File: config.mk
export PLATFORM = sky130hd
export DESIGN_NAME = tbf_front
export DESIGN_NICKNAME = d
export VERILOG_FILES = /design/src/sv/tbf_pkg.sv /design/src/sv/tbf_front.sv
export SDC_FILE = /design/constraint.sdc
export NUM_CORES = 1
export LEC_CHECK = 0
export BUFFER_PORTS_ARGS = -buffer_cell sky130_fd_sc_hd__buf_2
export CAP_MARGIN = 20
export CORE_ASPECT_RATIO = 0.8
export CORE_MARGIN = 3
export CORE_UTILIZATION = 39
export DETAILED_ROUTE_END_ITERATION = 8
export PLACE_DENSITY = 0.77
export SETUP_SLACK_MARGIN = 0.1
export SYNTH_ARGS = -nofsm -noshare
export SYNTH_HDL_FRONTEND = slang
export SYNTH_SLANG_ARGS = --single-unit
File: constraint.sdc
create_clock -name i_clk -period 2.2 [get_ports i_clk]
set_input_delay 0.22 -clock i_clk [delete_from_list [all_inputs] [get_ports i_clk]]
set_output_delay 0.22 -clock i_clk [all_outputs]
set_load 0.1 [all_outputs]
File: src/sv/tbf_pkg.sv
package tbf_pkg;

    localparam int VRAM_BYTES = 8192;
    localparam int VRAM_AW    = $clog2(VRAM_BYTES);

    typedef enum logic [2:0] {
        K_VRAM_WRITE = 3'd0,
        K_LINE_START = 3'd1,
        K_FETCH_TILE = 3'd2,
        K_DATA_LOW   = 3'd3,
        K_DATA_HIGH  = 3'd4,
        K_PUSH       = 3'd5
    } t_kind;

    localparam logic [1:0] CFG_LCD_CONTROL = 2'd0;
    localparam logic [1:0] CFG_SCROLL_X    = 2'd1;
    localparam logic [1:0] CFG_SCROLL_Y    = 2'd2;

    typedef struct packed {
        t_kind                op;
        logic [VRAM_AW-1:0]   vram_address;
        logic [7:0]           vram_data;
        logic [7:0]           start_column;
        logic                 window_select;
        logic [7:0]           line_number;
        logic                 fill_over;
    } t_cmd;

    typedef struct packed {
        logic [7:0] lcd_control;
        logic [7:0] scroll_x;
        logic [7:0] scroll_y;
    } t_cfg;

endpackage

File: src/sv/tbf_front.sv
module tbf_front #(
    parameter int FIFO_PUSH_LIMIT = 8
) (
    input  logic                         i_clk,
    input  logic                         i_rst_n,
    input  logic                         i_in_valid,
    output logic                         o_in_ready,
    input  logic [2:0]                   i_kind,
    input  logic [tbf_pkg::VRAM_AW-1:0]  i_vram_address,
    input  logic [7:0]                   i_vram_data,
    input  logic [7:0]                   i_start_column,
    input  logic                         i_window_select,
    input  logic [7:0]                   i_line_number,
    input  logic [4:0]                   i_downstream_fill,
    output logic                         o_q_valid,
    input  logic                         i_q_ready,
    output tbf_pkg::t_cmd                o_q_cmd
);
    import tbf_pkg::*;

    logic r_valid;
    t_cmd r_cmd;
    logic known;
    t_cmd n_cmd;

    always_comb begin
        case (i_kind)
            K_VRAM_WRITE, K_LINE_START, K_FETCH_TILE,
            K_DATA_LOW, K_DATA_HIGH, K_PUSH: known = 1'b1;
            default: known = 1'b0;
        endcase
        n_cmd.op            = t_kind'(i_kind);
        n_cmd.vram_address  = i_vram_address;
        n_cmd.vram_data     = i_vram_data;
        n_cmd.start_column  = i_start_column;
        n_cmd.window_select = i_window_select;
        n_cmd.line_number   = i_line_number;
        n_cmd.fill_over     = i_downstream_fill > 5'(FIFO_PUSH_LIMIT);
    end

    assign o_in_ready = !r_valid || i_q_ready;
    assign o_q_valid  = r_valid;
    assign o_q_cmd    = r_cmd;

    // drop unused kinds here
    always_ff @(posedge i_clk) begin
        if (!i_rst_n) begin
            r_valid <= 1'b0;
        end else if (o_in_ready) begin
            r_valid <= i_in_valid && known;
        end
    end

    always_ff @(posedge i_clk) begin
        if (o_in_ready && i_in_valid) begin
            r_cmd <= n_cmd;
        end
    end

endmodule

==> metrics.txt <==
largest net degree at the start of global routing 23; FILL cells around 240; Worst setup EP type flip-flop; IO buf count 93; max incr delay on CP 0.46 ns; Total GRT Usage 13.6%; crit path launch type flip-flop; 1st-iter DRT viols 83; outcome finished clean; RSZ-0062 raised after global routing false; post_cts resized 0; top-level I/O count 94; Yosys warnings 0; initial antenna violation count 0; Slew HR 66.8%; clk slew on worst S/H paths 0.07 ns; Crit path max-delay family simple AND/OR/NAND/NOR gates; Final Max Tran Viols 0; routed via count 841; Post-Syn Area between 1000 and 1500 µm²; Tmin final 1.40 ns; antenna viol nets, final 0; critical path's slowest cell and2_2; global-route wire length before repair 3.97 mm; EDFF count, synth 42; placer congestion estimate 0.749; Residual DRC 0; crit path kind flip-flop to flip-flop; Post-CTS Setup Bufs 0; Routed Wire Length 2.81 mm; Synth top area share 94.9%; grt total ovfl 0; Seq/Total Area, Yosys 96.4%; Die Y approximately 58 µm; Least-Margin Pin Slew 0.501 ns; prevailing post-synth register cell edfxtp_1; CTS tree yes; Fin Setup TNS 0 ns; synthesized flop and latch total 43; Die Wd 71.3 µm; layout cells sized above 1 67.8%; WL per Instance 14.6 µm; crit-path cells nand2b_2 > and2_2 > buf_12; Worst EP required 2.19 ns; Buf+Inv Stages, Crit Path 1; worst hold slack 0.110 ns; Setup Skew 0.00371 ns; area leader, netlist edfxtp_1; CTS H-Tree Depth 2; Cells after Synth 50; final hold violations 0; Area contributors post-synth edfxtp_1 (95%), dfxtp_1 (1.5%), a21boi_2 (0.85%), a21bo_1 (0.75%), nor2_1 (0.56%); Synth async-reset ratio 0%; # diodes 0; Max Freq 0.713 GHz; clock buffer depth 2; R2R Setup Slk 0.80 ns; combined area of the multi-input logic cells 51.3 µm²; Post-DP HPWL 2.28 mm; peak supply drop roughly 480 µV; Hold Buf Count CTS 0; syn avg cell area 26.6 µm²; Setup Viol. Count Final 0; synth cell count leaders edfxtp_1 (42), nor2_1 (2); clk sinks 43; Final nets about 200; Worst-Skew Late Latency 0.28 ns; Syn Nets 100; Worst Path Max Fanout 22; Die Area 4150 µm²; CTS root buffer clkbuf_8; sequential cell area 1280 µm²; Hold Path Class input pin to flip-flop; WP data arrival roughly 1.4 ns; number of global-route vias before repair about 780; PD cells 962 nW/µm²; Pre-Repair DR Iteration Count 4; max-capacitance violation count 0; row cnt 18; most common cell in the netlist edfxtp_1; vias per cell roughly 4.4; Tcrit/Tclk final 63.7%; post-synth cell types 8; Core ar. 3180 µm²; initial core utilization a little over two fifths; CTS buffer count 5; Pleak 0.850 nW; Area Overhead vs Synth 46.7%
[where the power goes]
part | switching, mW | internal, mW | leakage, nW | total (mW)
combinational | 0.396 | 0.0690 | 0.394 | 0.465
clock | 0.225 | 0.216 | 0.0403 | 0.441
sequential | 0.0117 | 0.957 | 0.415 | 0.969
[registers in the layout (all words and copies together), names as in the netlist]
register	flops
o_q_cmd	42
o_q_valid	1
[final timing paths]
check / from / to / depth (start not counted)
setup reg to reg: o_q_valid / o_q_cmd[17] / 3
hold reg to reg: o_q_valid / o_q_valid / 2
hold / removal: i_vram_address[8] / o_q_cmd[34] / 1
setup / recovery: o_q_valid / o_q_cmd[17] / 3
[placed cells by master, fill, tap and decap left out]
| cell type | synthesis | routed |
|---|---|---|
| edfxtp_1 | 42 | 42 |
| dfxtp_2 | 0 | 1 |
| buf_2 | 0 | 93 |
| nor2_1 | 2 | 2 |
| buf_12 | 0 | 1 |
| clkbuf_1 | 0 | 1 |
| clkinv_1 | 0 | 2 |
| a21boi_2 | 1 | 1 |
| nor4_1 | 1 | 1 |
| nand2b_2 | 0 | 1 |
| a21bo_1 | 1 | 1 |
| clkbuf_8 | 0 | 5 |
| and2_2 | 0 | 1 |
[kinds of logic (layout without fill, tap and decap cells)]
kind of cell    Yosys count  count (layout)  share of synthesized area (%)
flops                    43              43                           96.4
buf+inv                   0             102                              0
compound gates            2               2                           1.60
simple gates              5               5                           1.98
[area by class of cell]
type,instances,area share (%)
flip-flops and latches,43,65.8
repair buffers,94,24.9
clock buffers,6,3.72
multi-input cells,7,2.63
well taps,40,2.57
clock inverters,2,0.385
[metrics by stage]
step | power, mW | utilization, % | cells | setup WS [ns] | instance area, µm²
2_1_floorplan | 1.36 | - | 50 | 0.117 | 1330
3_3_place_gp | 1.45 | 58.9 | 184 | 0.802 | 1870
3_5_place_dp | 1.45 | 58.9 | 184 | 0.757 | 1870
4_1_cts | 1.89 | 61.4 | 192 | 0.777 | 1950
5_1_grt | 1.95 | 61.4 | 192 | 0.712 | 1950
6_report | 1.87 | 61.4 | 192 | 0.798 | 1950
[per-layer routing]
layer	global-route usage, %	up-vias	wire (µm)
met5	0	-	0
met2	21.7	59	1340
met1	15.6	373	1040
met3	5.55	9	369
met4	7.77	0	63
li1	-	400	-
No activity file was read; power rests on OpenSTA's default activity.
