## config.mk

```make
export PLATFORM = sky130hd
export DESIGN_NAME = tbf_queue
export DESIGN_NICKNAME = d
export VERILOG_FILES = /design/src/sv/tbf_pkg.sv /design/src/sv/tbf_queue.sv
export SDC_FILE = /design/constraint.sdc
export NUM_CORES = 1
export LEC_CHECK = 0
export ABC_CLOCK_PERIOD_IN_PS = 2500
export BUFFER_PORTS_ARGS = -buffer_cell sky130_fd_sc_hd__buf_2
export CAP_MARGIN = 10
export CORE_MARGIN = 2
export CORE_UTILIZATION = 55
export DETAILED_ROUTE_END_ITERATION = 7
export PLACE_DENSITY = 0.8
export SETUP_SLACK_MARGIN = 0.5
export SYNTH_ARGS = -nofsm -noshare
export SYNTH_HDL_FRONTEND = slang
export SYNTH_SLANG_ARGS = --single-unit
export TNS_END_PERCENT = 5
```

## constraint.sdc

```tcl
create_clock -name i_clk -period 2.5 [get_ports i_clk]
set_input_delay 0.5 -clock i_clk [delete_from_list [all_inputs] [get_ports i_clk]]
set_output_delay 0.5 -clock i_clk [all_outputs]
set_load 0.02 [all_outputs]
```

## src/sv/tbf_pkg.sv

```systemverilog
package tbf_pkg;

    localparam int VRAM_BYTES = 8192;
    localparam int VRAM_AW    = $clog2(VRAM_BYTES);

    typedef enum logic [2:0] {
        K_VRAM_WRITE = 3'd0,
        K_LINE_START = 3'd1,
        K_FETCH_TILE = 3'd2,
        K_DATA_LOW   = 3'd3,
        K_DATA_HIGH  = 3'd4,
        K_PUSH       = 3'd5
    } t_kind;

    localparam logic [1:0] CFG_LCD_CONTROL = 2'd0;
    localparam logic [1:0] CFG_SCROLL_X    = 2'd1;
    localparam logic [1:0] CFG_SCROLL_Y    = 2'd2;

    typedef struct packed {
        t_kind                op;
        logic [VRAM_AW-1:0]   vram_address;
        logic [7:0]           vram_data;
        logic [7:0]           start_column;
        logic                 window_select;
        logic [7:0]           line_number;
        logic                 fill_over;
    } t_cmd;

    typedef struct packed {
        logic [7:0] lcd_control;
        logic [7:0] scroll_x;
        logic [7:0] scroll_y;
    } t_cfg;

endpackage

```

## src/sv/tbf_queue.sv

```systemverilog
module tbf_queue (
    input  logic          i_clk,
    input  logic          i_rst_n,
    input  logic          i_valid,
    output logic          o_ready,
    input  tbf_pkg::t_cmd i_cmd,
    output logic          o_valid,
    input  logic          i_ready,
    output tbf_pkg::t_cmd o_cmd
);
    import tbf_pkg::*;

    localparam int DEPTH = 4;
    localparam int PW    = $clog2(DEPTH);

    t_cmd          r_slot [DEPTH];
    logic [PW-1:0] r_wr_ptr;
    logic [PW-1:0] r_rd_ptr;
    logic [PW:0]   r_count;
    logic          push;
    logic          pop;

    assign o_ready = r_count != (PW+1)'(DEPTH);
    assign o_valid = r_count != '0;
    assign o_cmd   = r_slot[r_rd_ptr];
    assign push    = i_valid && o_ready;
    assign pop     = o_valid && i_ready;

    always_ff @(posedge i_clk) begin
        if (!i_rst_n) begin
            r_wr_ptr <= '0;
            r_rd_ptr <= '0;
            r_count  <= '0;
        end else begin
            if (push) begin
                r_wr_ptr <= r_wr_ptr + 1'b1;
            end
            if (pop) begin
                r_rd_ptr <= r_rd_ptr + 1'b1;
            end
            case ({push, pop})
                2'b10:   r_count <= r_count + 1'b1;
                2'b01:   r_count <= r_count - 1'b1;
                default: r_count <= r_count;
            endcase
        end
    end

    always_ff @(posedge i_clk) begin
        if (push) begin
            r_slot[r_wr_ptr] <= i_cmd;
        end
    end

endmodule

```

==> qor.yml, run 1 <==
endpoint_kind: "output port"
path_clk_slew_ps: 60
io_buffers: 89
post-route-cell-area_sq_um: 7950
crit_path_max_fanout: 6
rsz0062_at_grt: "yes"
drt_wl_total_um: 11200
mostFrequentLayoutCell: "edfxtp_1"
ir_drop_mv: 0.563
p_leak_nw: 2.72
hold_class: "input port to flip-flop"
drt-vias-per-instance: 5.49
r2r_slack_ps: 450
power_density_nw_per_um2: 1070
final_core_util_pct: 67.0
die_w_um: 114
clkSinkCount: 177
skew_ps: 8.30
syn-num-nets: 324
grt_pass1_vias: 3160
antenna_left: 0
dp.cells: 509
postCtsHoldBufs: 0
fmax_ghz: 0.440
yosys_warnings: 0
ys_ff_latch: 177
syn_inst: 272
pre_cts_slack_ps: 318
dieArea_sq_um: 12900
ys_seq_area_share_pct: 79.1
grt_max_degree: 43
netlist_area_sq_um: 6610
wl_per_cell_um: 20.4
mostFrequentLayoutCells: "edfxtp_1, buf_2, mux4_2"
cp_data_required_time_ps: 2000
final_cell_count_no_fill: 549
placed_area_sq_um: 7280
period_share_pct: 90.9
dr_total_vias: 3012
maxSlewViolCount: 0
clk_path_buf_depth: 2
ff2ff_path_depth: 9
gp_congestion: 0.726
finalSetupViolCount: 0
arrival_ps: 1770
ys_types: 24
synth_area_per_cell_sq_um: 24.3
grt_overflow: 0
cts_buffers: 17
tightest_slew_ps: 429
core_region_area_sq_um: 11900
min_delay_path_depth: 1
clk_latency_ps: 420
rows: 40
fin_nets: 440
htree_levels: 4
io_pins: 90
hold_violations: 0
first_pass_iters: 4
initial_core_util_pct: 55.7
period_minus_slack_ps: 2270
drive_gt1_share_pct: 45.6
cts_root_buffer: "clkbuf_16"
maxCapViolations: 0
grt_pass1_wl_um: 16800
slew_headroom_pct: 71.4
die-height_um: 114
antenna_found_initial: 1
crit_type: "flip-flop to output port"
drt_iter0_drc: 232
dp.final_hpwl_um: 6620
drc: 0
start_kind: "flip-flop"
totalNegativeSetupSlack_ps: 0
status: "finished clean"
syn2layout_area_growth_pct: 20.4
cts_tree: "done"
grt_usage_pct: 18.2
setup_slack_ps: 228
-- power by group --
group / total [W] / switching [W] / internal (W) / leakage, nW
registers: 0.00369 / 0.000110 / 0.00358 / 1.62
logic: 0.00231 / 0.00121 / 0.00110 / 0.832
clock network: 0.00249 / 0.000981 / 0.00151 / 0.274
-- timing repair --
item	CTS	global route
endpoints found under the setup margin	43	68
gates cloned	0	1
resized for setup	2	10
buffers inserted	2	4
-- cells by family (layout without fill, tap and decap cells) --
group,after synthesis,count (layout),share of synthesized area (%)
flops,177,177,79.1
mux,44,44,14.7
simple gates,18,18,1.44
buf+inv,17,146,2.14
fa+ha+maj,6,6,1.25
compound gates,6,6,0.815
xor+xnor,4,4,0.530
other cells,0,1,0
-- metal layers --
metal	wire (um)	up-vias	GRT usage (%)
met5	0	-	0
met4	166	0	7.40
met3	634	13	6.16
met2	5610	89	28.7
met1	4760	1545	23.9
li1	-	1365	-
-- Yosys cell counts (all sizes together) --
cell type | instances | area share [%]
edfxtp | 168 | 76
o31a | 1 | 0.13
or3 | 2 | 0.19
dfxtp | 9 | 2.7
nand2 | 6 | 0.34
mux2i | 2 | 0.30
nor2b | 2 | 0.19
xnor2 | 3 | 0.40
clkbuf | 2 | 0.11
and2 | 7 | 0.66
fa | 1 | 0.30
a21boi | 2 | 0.28
xor2 | 1 | 0.13
nor2 | 1 | 0.057
o21ai | 2 | 0.15
buf | 9 | 1.7
o311ai | 1 | 0.25
ha | 5 | 0.95
mux4 | 42 | 14
inv | 6 | 0.34
-- state kept, by name, indices dropped and copies added (netlist names), named ones only --
register / flops
r_count: 3
r_slot: 168
r_wr_ptr: 2
r_rd_ptr: 2
-- critical path: stages, from the launching register on --
cell       delay (ps)
dfxtp_4           370
buf_6             140
clkbuf_16         160
mux4_2            500
buf_2             180
-- final cells by class --
class,count,area [sq um]
Clock buffer,28,518
Clock inverter,4,47.5
Inverter,6,22.5
Multi-Input combinational cell,78,1240
Fill cell,750,3910
Tap cell,147,184
Sequential cell,177,5230
Antenna cell,1,2.50
Timing Repair Buffer,108,711
-- path summary, 6_finish.rpt --
check                             endpoint                     start
setup / recovery                  o_cmd[5]                 flip-flop
hold / removal     r_slot[2][20]$_DFFE_PP_                 i_cmd[20]
setup reg to reg   r_count[2]$_SDFFE_PN0P_   r_count[1]$_SDFFE_PN0P_
hold reg to reg   r_wr_ptr[0]$_SDFFE_PN0P_  r_wr_ptr[0]$_SDFFE_PN0P_
-- through the flow --
stage	power, W	hold WS [ps]
CTS	0.00843	275
detailed placement	0.00589	503
finish	0.00849	292
floorplan	0.00532	468
global route	0.00883	282
global placement	0.00585	479
(Power assumes the default switching activity.)
==> run 2: changes to the inputs <==
--- a/config.mk
+++ b/config.mk
@@ -12,6 +12,7 @@
 export CORE_UTILIZATION = 55
 export DETAILED_ROUTE_END_ITERATION = 7
 export PLACE_DENSITY = 0.8
+export RECOVER_POWER = 25
 export SETUP_SLACK_MARGIN = 0.5
 export SYNTH_ARGS = -nofsm -noshare
 export SYNTH_HDL_FRONTEND = slang
==> qor.yml, run 2 (synthesis gave the netlist of run 1 again) <==
drt-vias-per-instance: 5.47
fin_nets: 440
grt_overflow: 0
path_clk_slew_ps: 60
worst_path_dominant_cell_family: "multiplexers"
gp_congestion: 0.726
drt_iter0_drc: 262
reg_top3: "r_slot: 168 flops, r_count: 3 flops"
cp_data_required_time_ps: 2000
final_core_util_pct: 66.8
first_pass_iters: 5
largest_reg_flops: 168
crit_type: "flip-flop to output port"
syn2layout_area_growth_pct: 19.8
critPathBufInv: 3
rsz0062_at_grt: "yes"
cts_tree: "done"
largest-register: "r_slot"
dr_total_vias: 3001
mostFrequentLayoutCells: "edfxtp_1, buf_2, mux4_2"
start_kind: "flip-flop"
hold_class: "input port to flip-flop"
io_pins: 90
clk_latency_ps: 410
period_share_pct: 90.8
die_w_um: 114
drc: 0
antenna_left: 0
rows: 40
die-height_um: 114
maxCapViolations: 0
dieArea_sq_um: 12900
dp.final_hpwl_um: 6620
placed_area_sq_um: 7280
drt_wl_total_um: 11200
initial_core_util_pct: 55.7
skew_ps: 7.77
period_minus_slack_ps: 2270
path_cells: "buf_6 -> clkbuf_16 -> mux4_2 -> buf_2"
wl_per_cell_um: 20.3
antenna_found_initial: 1
slew_headroom_pct: 71.5
mostFrequentLayoutCell: "edfxtp_1"
endpoint_kind: "output port"
grt_pass1_wl_um: 16800
cts_root_buffer: "clkbuf_16"
drive_gt1_share_pct: 38.7
p_leak_nw: 2.65
grt_usage_pct: 18.2
clkSinkCount: 177
io_buffers: 89
post-route-cell-area_sq_um: 7920
power_density_nw_per_um2: 1070
tightest_slew_ps: 427
arrival_ps: 1770
htree_levels: 4
maxSlewViolCount: 0
status: "finished clean"
hold_slack_ps: 298
ir_drop_mv: 0.563
crit_path_max_fanout: 6
cp_slowest_cell: "mux4_2"
hold_violations: 0
cts_buffers: 17
fmax_ghz: 0.441
finalSetupViolCount: 0
clk_path_buf_depth: 2
critPathMaxStageDelay_ps: 500
grt_max_degree: 43
core_region_area_sq_um: 11900
totalNegativeSetupSlack_ps: 0
grt_pass1_vias: 3160
==> run 2: changes by cell type in the layout (fill, tap and decap cells not counted), sizes merged <==
cell | previous run | this run
clkbuf | 29 | 57
buf | 107 | 79
==> run 2: per-layer routing <==
layer	share of wire, %	global-route usage, %	up-vias
met3	4.8	6.16	7
li1	-	-	1363
met5	0	0	-
met2	52	28.7	84
met1	42	23.9	1547
met4	0.82	7.40	0
==> run 2: what timing repair did <==
| item | CTS | global route |
|---|---|---|
| gates resized for setup | 2 | 10 |
| hold buffers | 0 | 0 |
| gates cloned | 0 | 1 |
| setup endpoints to repair | 43 | 68 |
| buffers inserted | 2 | 4 |
| pin swaps | 0 | 0 |
==> run 2: worst paths after layout <==
kind	from	end	slack (ps)	cells past startpoint
hold reg to reg	r_wr_ptr[0]$_SDFFE_PN0P_	r_wr_ptr[0]$_SDFFE_PN0P_	510	2
setup reg to reg	r_count[1]$_SDFFE_PN0P_	r_count[2]$_SDFFE_PN0P_	450	9
setup / recovery	flip-flop	o_cmd[5]	230	4
hold / removal	i_cmd[25]	r_slot[0][25]$_DFFE_PP_	300	1
==> run 2: area by class of cell <==
type / instances / area (sq um)
fill: 768 / 3940
inverter: 6 / 22.5
clock buffer: 28 / 518
tap: 147 / 184
multi-input combinational: 78 / 1240
antenna: 1 / 2.50
timing repair buffer: 108 / 676
sequential: 177 / 5230
clock inverter: 4 / 47.5
==> run 2: where the power goes <==
part,internal (W),switching [W]
Sequential,0.00358,0.000110
Clock,0.00151,0.000973
Combinational,0.00109,0.00121
Total,0.00618,0.00230
==> run 2: metrics by stage <==
| stage | total power, W | worst slack [ps] | std cells |
|---|---|---|---|
| 4_1_cts | 0.00843 | 201 | 543 |
| 6_report | 0.00848 | 231 | 549 |
| 3_3_place_gp | 0.00585 | 393 | 509 |
| 3_5_place_dp | 0.00589 | 318 | 509 |
| 5_1_grt | 0.00882 | 168 | 548 |
| 2_1_floorplan | 0.00532 | 270 | 272 |
==> run 3: changes to the inputs <==
--- a/config.mk
+++ b/config.mk
@@ -5,13 +5,14 @@
 export SDC_FILE = /design/constraint.sdc
 export NUM_CORES = 1
 export LEC_CHECK = 0
-export ABC_CLOCK_PERIOD_IN_PS = 2500
+export ABC_CLOCK_PERIOD_IN_PS = 2000
 export BUFFER_PORTS_ARGS = -buffer_cell sky130_fd_sc_hd__buf_2
 export CAP_MARGIN = 10
 export CORE_MARGIN = 2
-export CORE_UTILIZATION = 55
+export CORE_UTILIZATION = 51
+export CTS_BUF_LIST = sky130_fd_sc_hd__clkbuf_16
 export DETAILED_ROUTE_END_ITERATION = 7
-export PLACE_DENSITY = 0.8
+export PLACE_DENSITY = 0.78
 export RECOVER_POWER = 25
 export SETUP_SLACK_MARGIN = 0.5
 export SYNTH_ARGS = -nofsm -noshare
==> constraint.sdc (replaced) <==
create_clock -name i_clk -period 2 [get_ports i_clk]
set_input_delay 0.4 -clock i_clk [delete_from_list [all_inputs] [get_ports i_clk]]
set_output_delay 0.4 -clock i_clk [all_outputs]
set_load 0.02 [all_outputs]
==> qor.yml, run 3 (synthesis gave the netlist of run 1 again) <==
syn2layout_area_growth_pct: 21.6
setup_slack_ps: -143
postCtsSetupBuffers: 0
cts_tree: "done"
seqCellArea_sq_um: 5240
finalSetupViolCount: 41
maxCapViolations: 0
largest_reg_flops: 168
wl_per_cell_um: 19.1
drt_wl_total_um: 10900
totalNegativeSetupSlack_ps: -4890
period_share_pct: 107
nFillCells: 907
hold_slack_ps: 190
dp.cells: 534
slew_headroom_pct: 83.3
dp.final_hpwl_um: 6550
fin_nets: 434
io_pins: 90
start_kind: "flip-flop"
cp_data_required_time_ps: 1600
first_pass_iters: 4
ir_drop_mv: 0.791
dieArea_sq_um: 13900
cp.depth: 3
largest-register: "r_slot"
critPathMaxStageDelay_ps: 530
initial_core_util_pct: 52.3
critPathBufInv: 2
arrival_ps: 1740
core_region_area_sq_um: 12600
reg_top3: "r_slot: 168 flops, r_count: 3 flops"
final_cell_count_no_fill: 568
hold_start: "i_cmd[41]"
grt_max_degree: 29
antenna_found_initial: 1
r2r_slack_ps: 150
maxSlewViolCount: 0
drt_iter0_drc: 294
met2_usage_pct: 26.8
die_w_um: 118
grt_pass1_wl_um: 16800
die-height_um: 118
clk_latency_ps: 430
antenna_left: 0
io_buffers: 89
cts_buffers: 17
ff2ff_path_depth: 9
final_core_util_pct: 63.7
endpoint_kind: "output port"
worstHoldEndpoint: "r_slot[0][41]$_DFFE_PP_"
mostFrequentLayoutCell: "edfxtp_1"
violations: "setup timing"
path_clk_slew_ps: 60
post-route-cell-area_sq_um: 8040
grt_pass1_vias: 3124
path_cells: "buf_12 -> mux4_2 -> buf_2"
postCtsHoldBufs: 0
multi_input_area_sq_um: 1280
min_delay_path_depth: 1
crit_type: "flip-flop to output port"
gp_congestion: 0.712
rows: 41
drc: 0
rsz0062_at_grt: "yes"
p_leak_nw: 2.66
htree_levels: 4
hold_violations: 0
global_route.usage.met3_pct: 7.51
crit_path_max_fanout: 14
tightest_slew_ps: 249
period_minus_slack_ps: 2140
drive_gt1_share_pct: 40.3
use_met1_pct: 21.3
grt.busiest_layer: "met2"
skew_ps: 10.1
cts_root_buffer: "clkbuf_16"
hold_class: "input port to flip-flop"
r2r_start: "r_count[0]$_SDFFE_PN0P_"
status: "complete, but fails checks"
fmax_ghz: 0.467
rr_endpoint: "r_count[2]$_SDFFE_PN0P_"
dr_total_vias: 3007
clk_path_buf_depth: 2
worst_path_dominant_cell_family: "multiplexers"
cp_slowest_cell: "mux4_2"
mostFrequentLayoutCells: "edfxtp_1, buf_2, mux4_2"
clkSinkCount: 177
drt-vias-per-instance: 5.29
power_density_nw_per_um2: 1350
placed_area_sq_um: 7340
grt_overflow: 0
grt_usage_pct: 16.9
==> run 3: power breakdown <==
part / total [W] / internal (W) / switching (W)
Combinational: 0.00284 / 0.00136 / 0.00149
Clock: 0.00332 / 0.00206 / 0.00126
Sequential: 0.00465 / 0.00449 / 0.000166
Total: 0.0108 / 0.00790 / 0.00292
==> run 3: area by class of cell <==
| class | instances | share of cell area (%) |
|---|---|---|
| Inverter | 6 | 0.280 |
| Timing Repair Buffer | 102 | 8.38 |
| Clock inverter | 15 | 2.23 |
| Sequential cell | 177 | 65.2 |
| Tap cell | 172 | 2.68 |
| Multi-Input combinational cell | 78 | 15.9 |
| Clock buffer | 17 | 5.29 |
| Antenna cell | 1 | 0.0311 |
==> run 3: worst max path at each step <==
| stage | start | slack, ps | endpoint |
|---|---|---|---|
| 4_1_cts | flip-flop | -210 | o_cmd[40] |
| 5_1_grt | flip-flop | -220 | o_cmd[41] |
| 3_3_place_gp | i_valid | 110 | r_count[2]$_SDFFE_PN0P_ |
| 3_5_place_dp | i_valid | 60 | r_count[2]$_SDFFE_PN0P_ |
| 2_1_floorplan | r_count[0]$_SDFFE_PN0P_ | 230 | r_count[2]$_SDFFE_PN0P_ |
| 6_report | flip-flop | -140 | o_cmd[30] |
==> run 3: per-stage QoR <==
stage / worst slack [ps] / total power [W]
6_report: -143 / 0.0108
5_1_grt: -222 / 0.0113
4_1_cts: -209 / 0.0109
3_5_place_dp: 64.4 / 0.00740
3_3_place_gp: 108 / 0.00735
2_1_floorplan: 235 / 0.00668
==> run 3: routing by layer <==
layer	vias up	routed length [um]
li1	1356	-
met1	1540	4330
met2	101	5510
met3	10	911
met4	0	116
met5	-	0
==> run 3: what timing repair did <==
| action | CTS | global route |
|---|---|---|
| gates cloned | 1 | 0 |
| resized for setup | 17 | 13 |
| pin swaps | 7 | 6 |
| endpoints found under the setup margin | 151 | 137 |
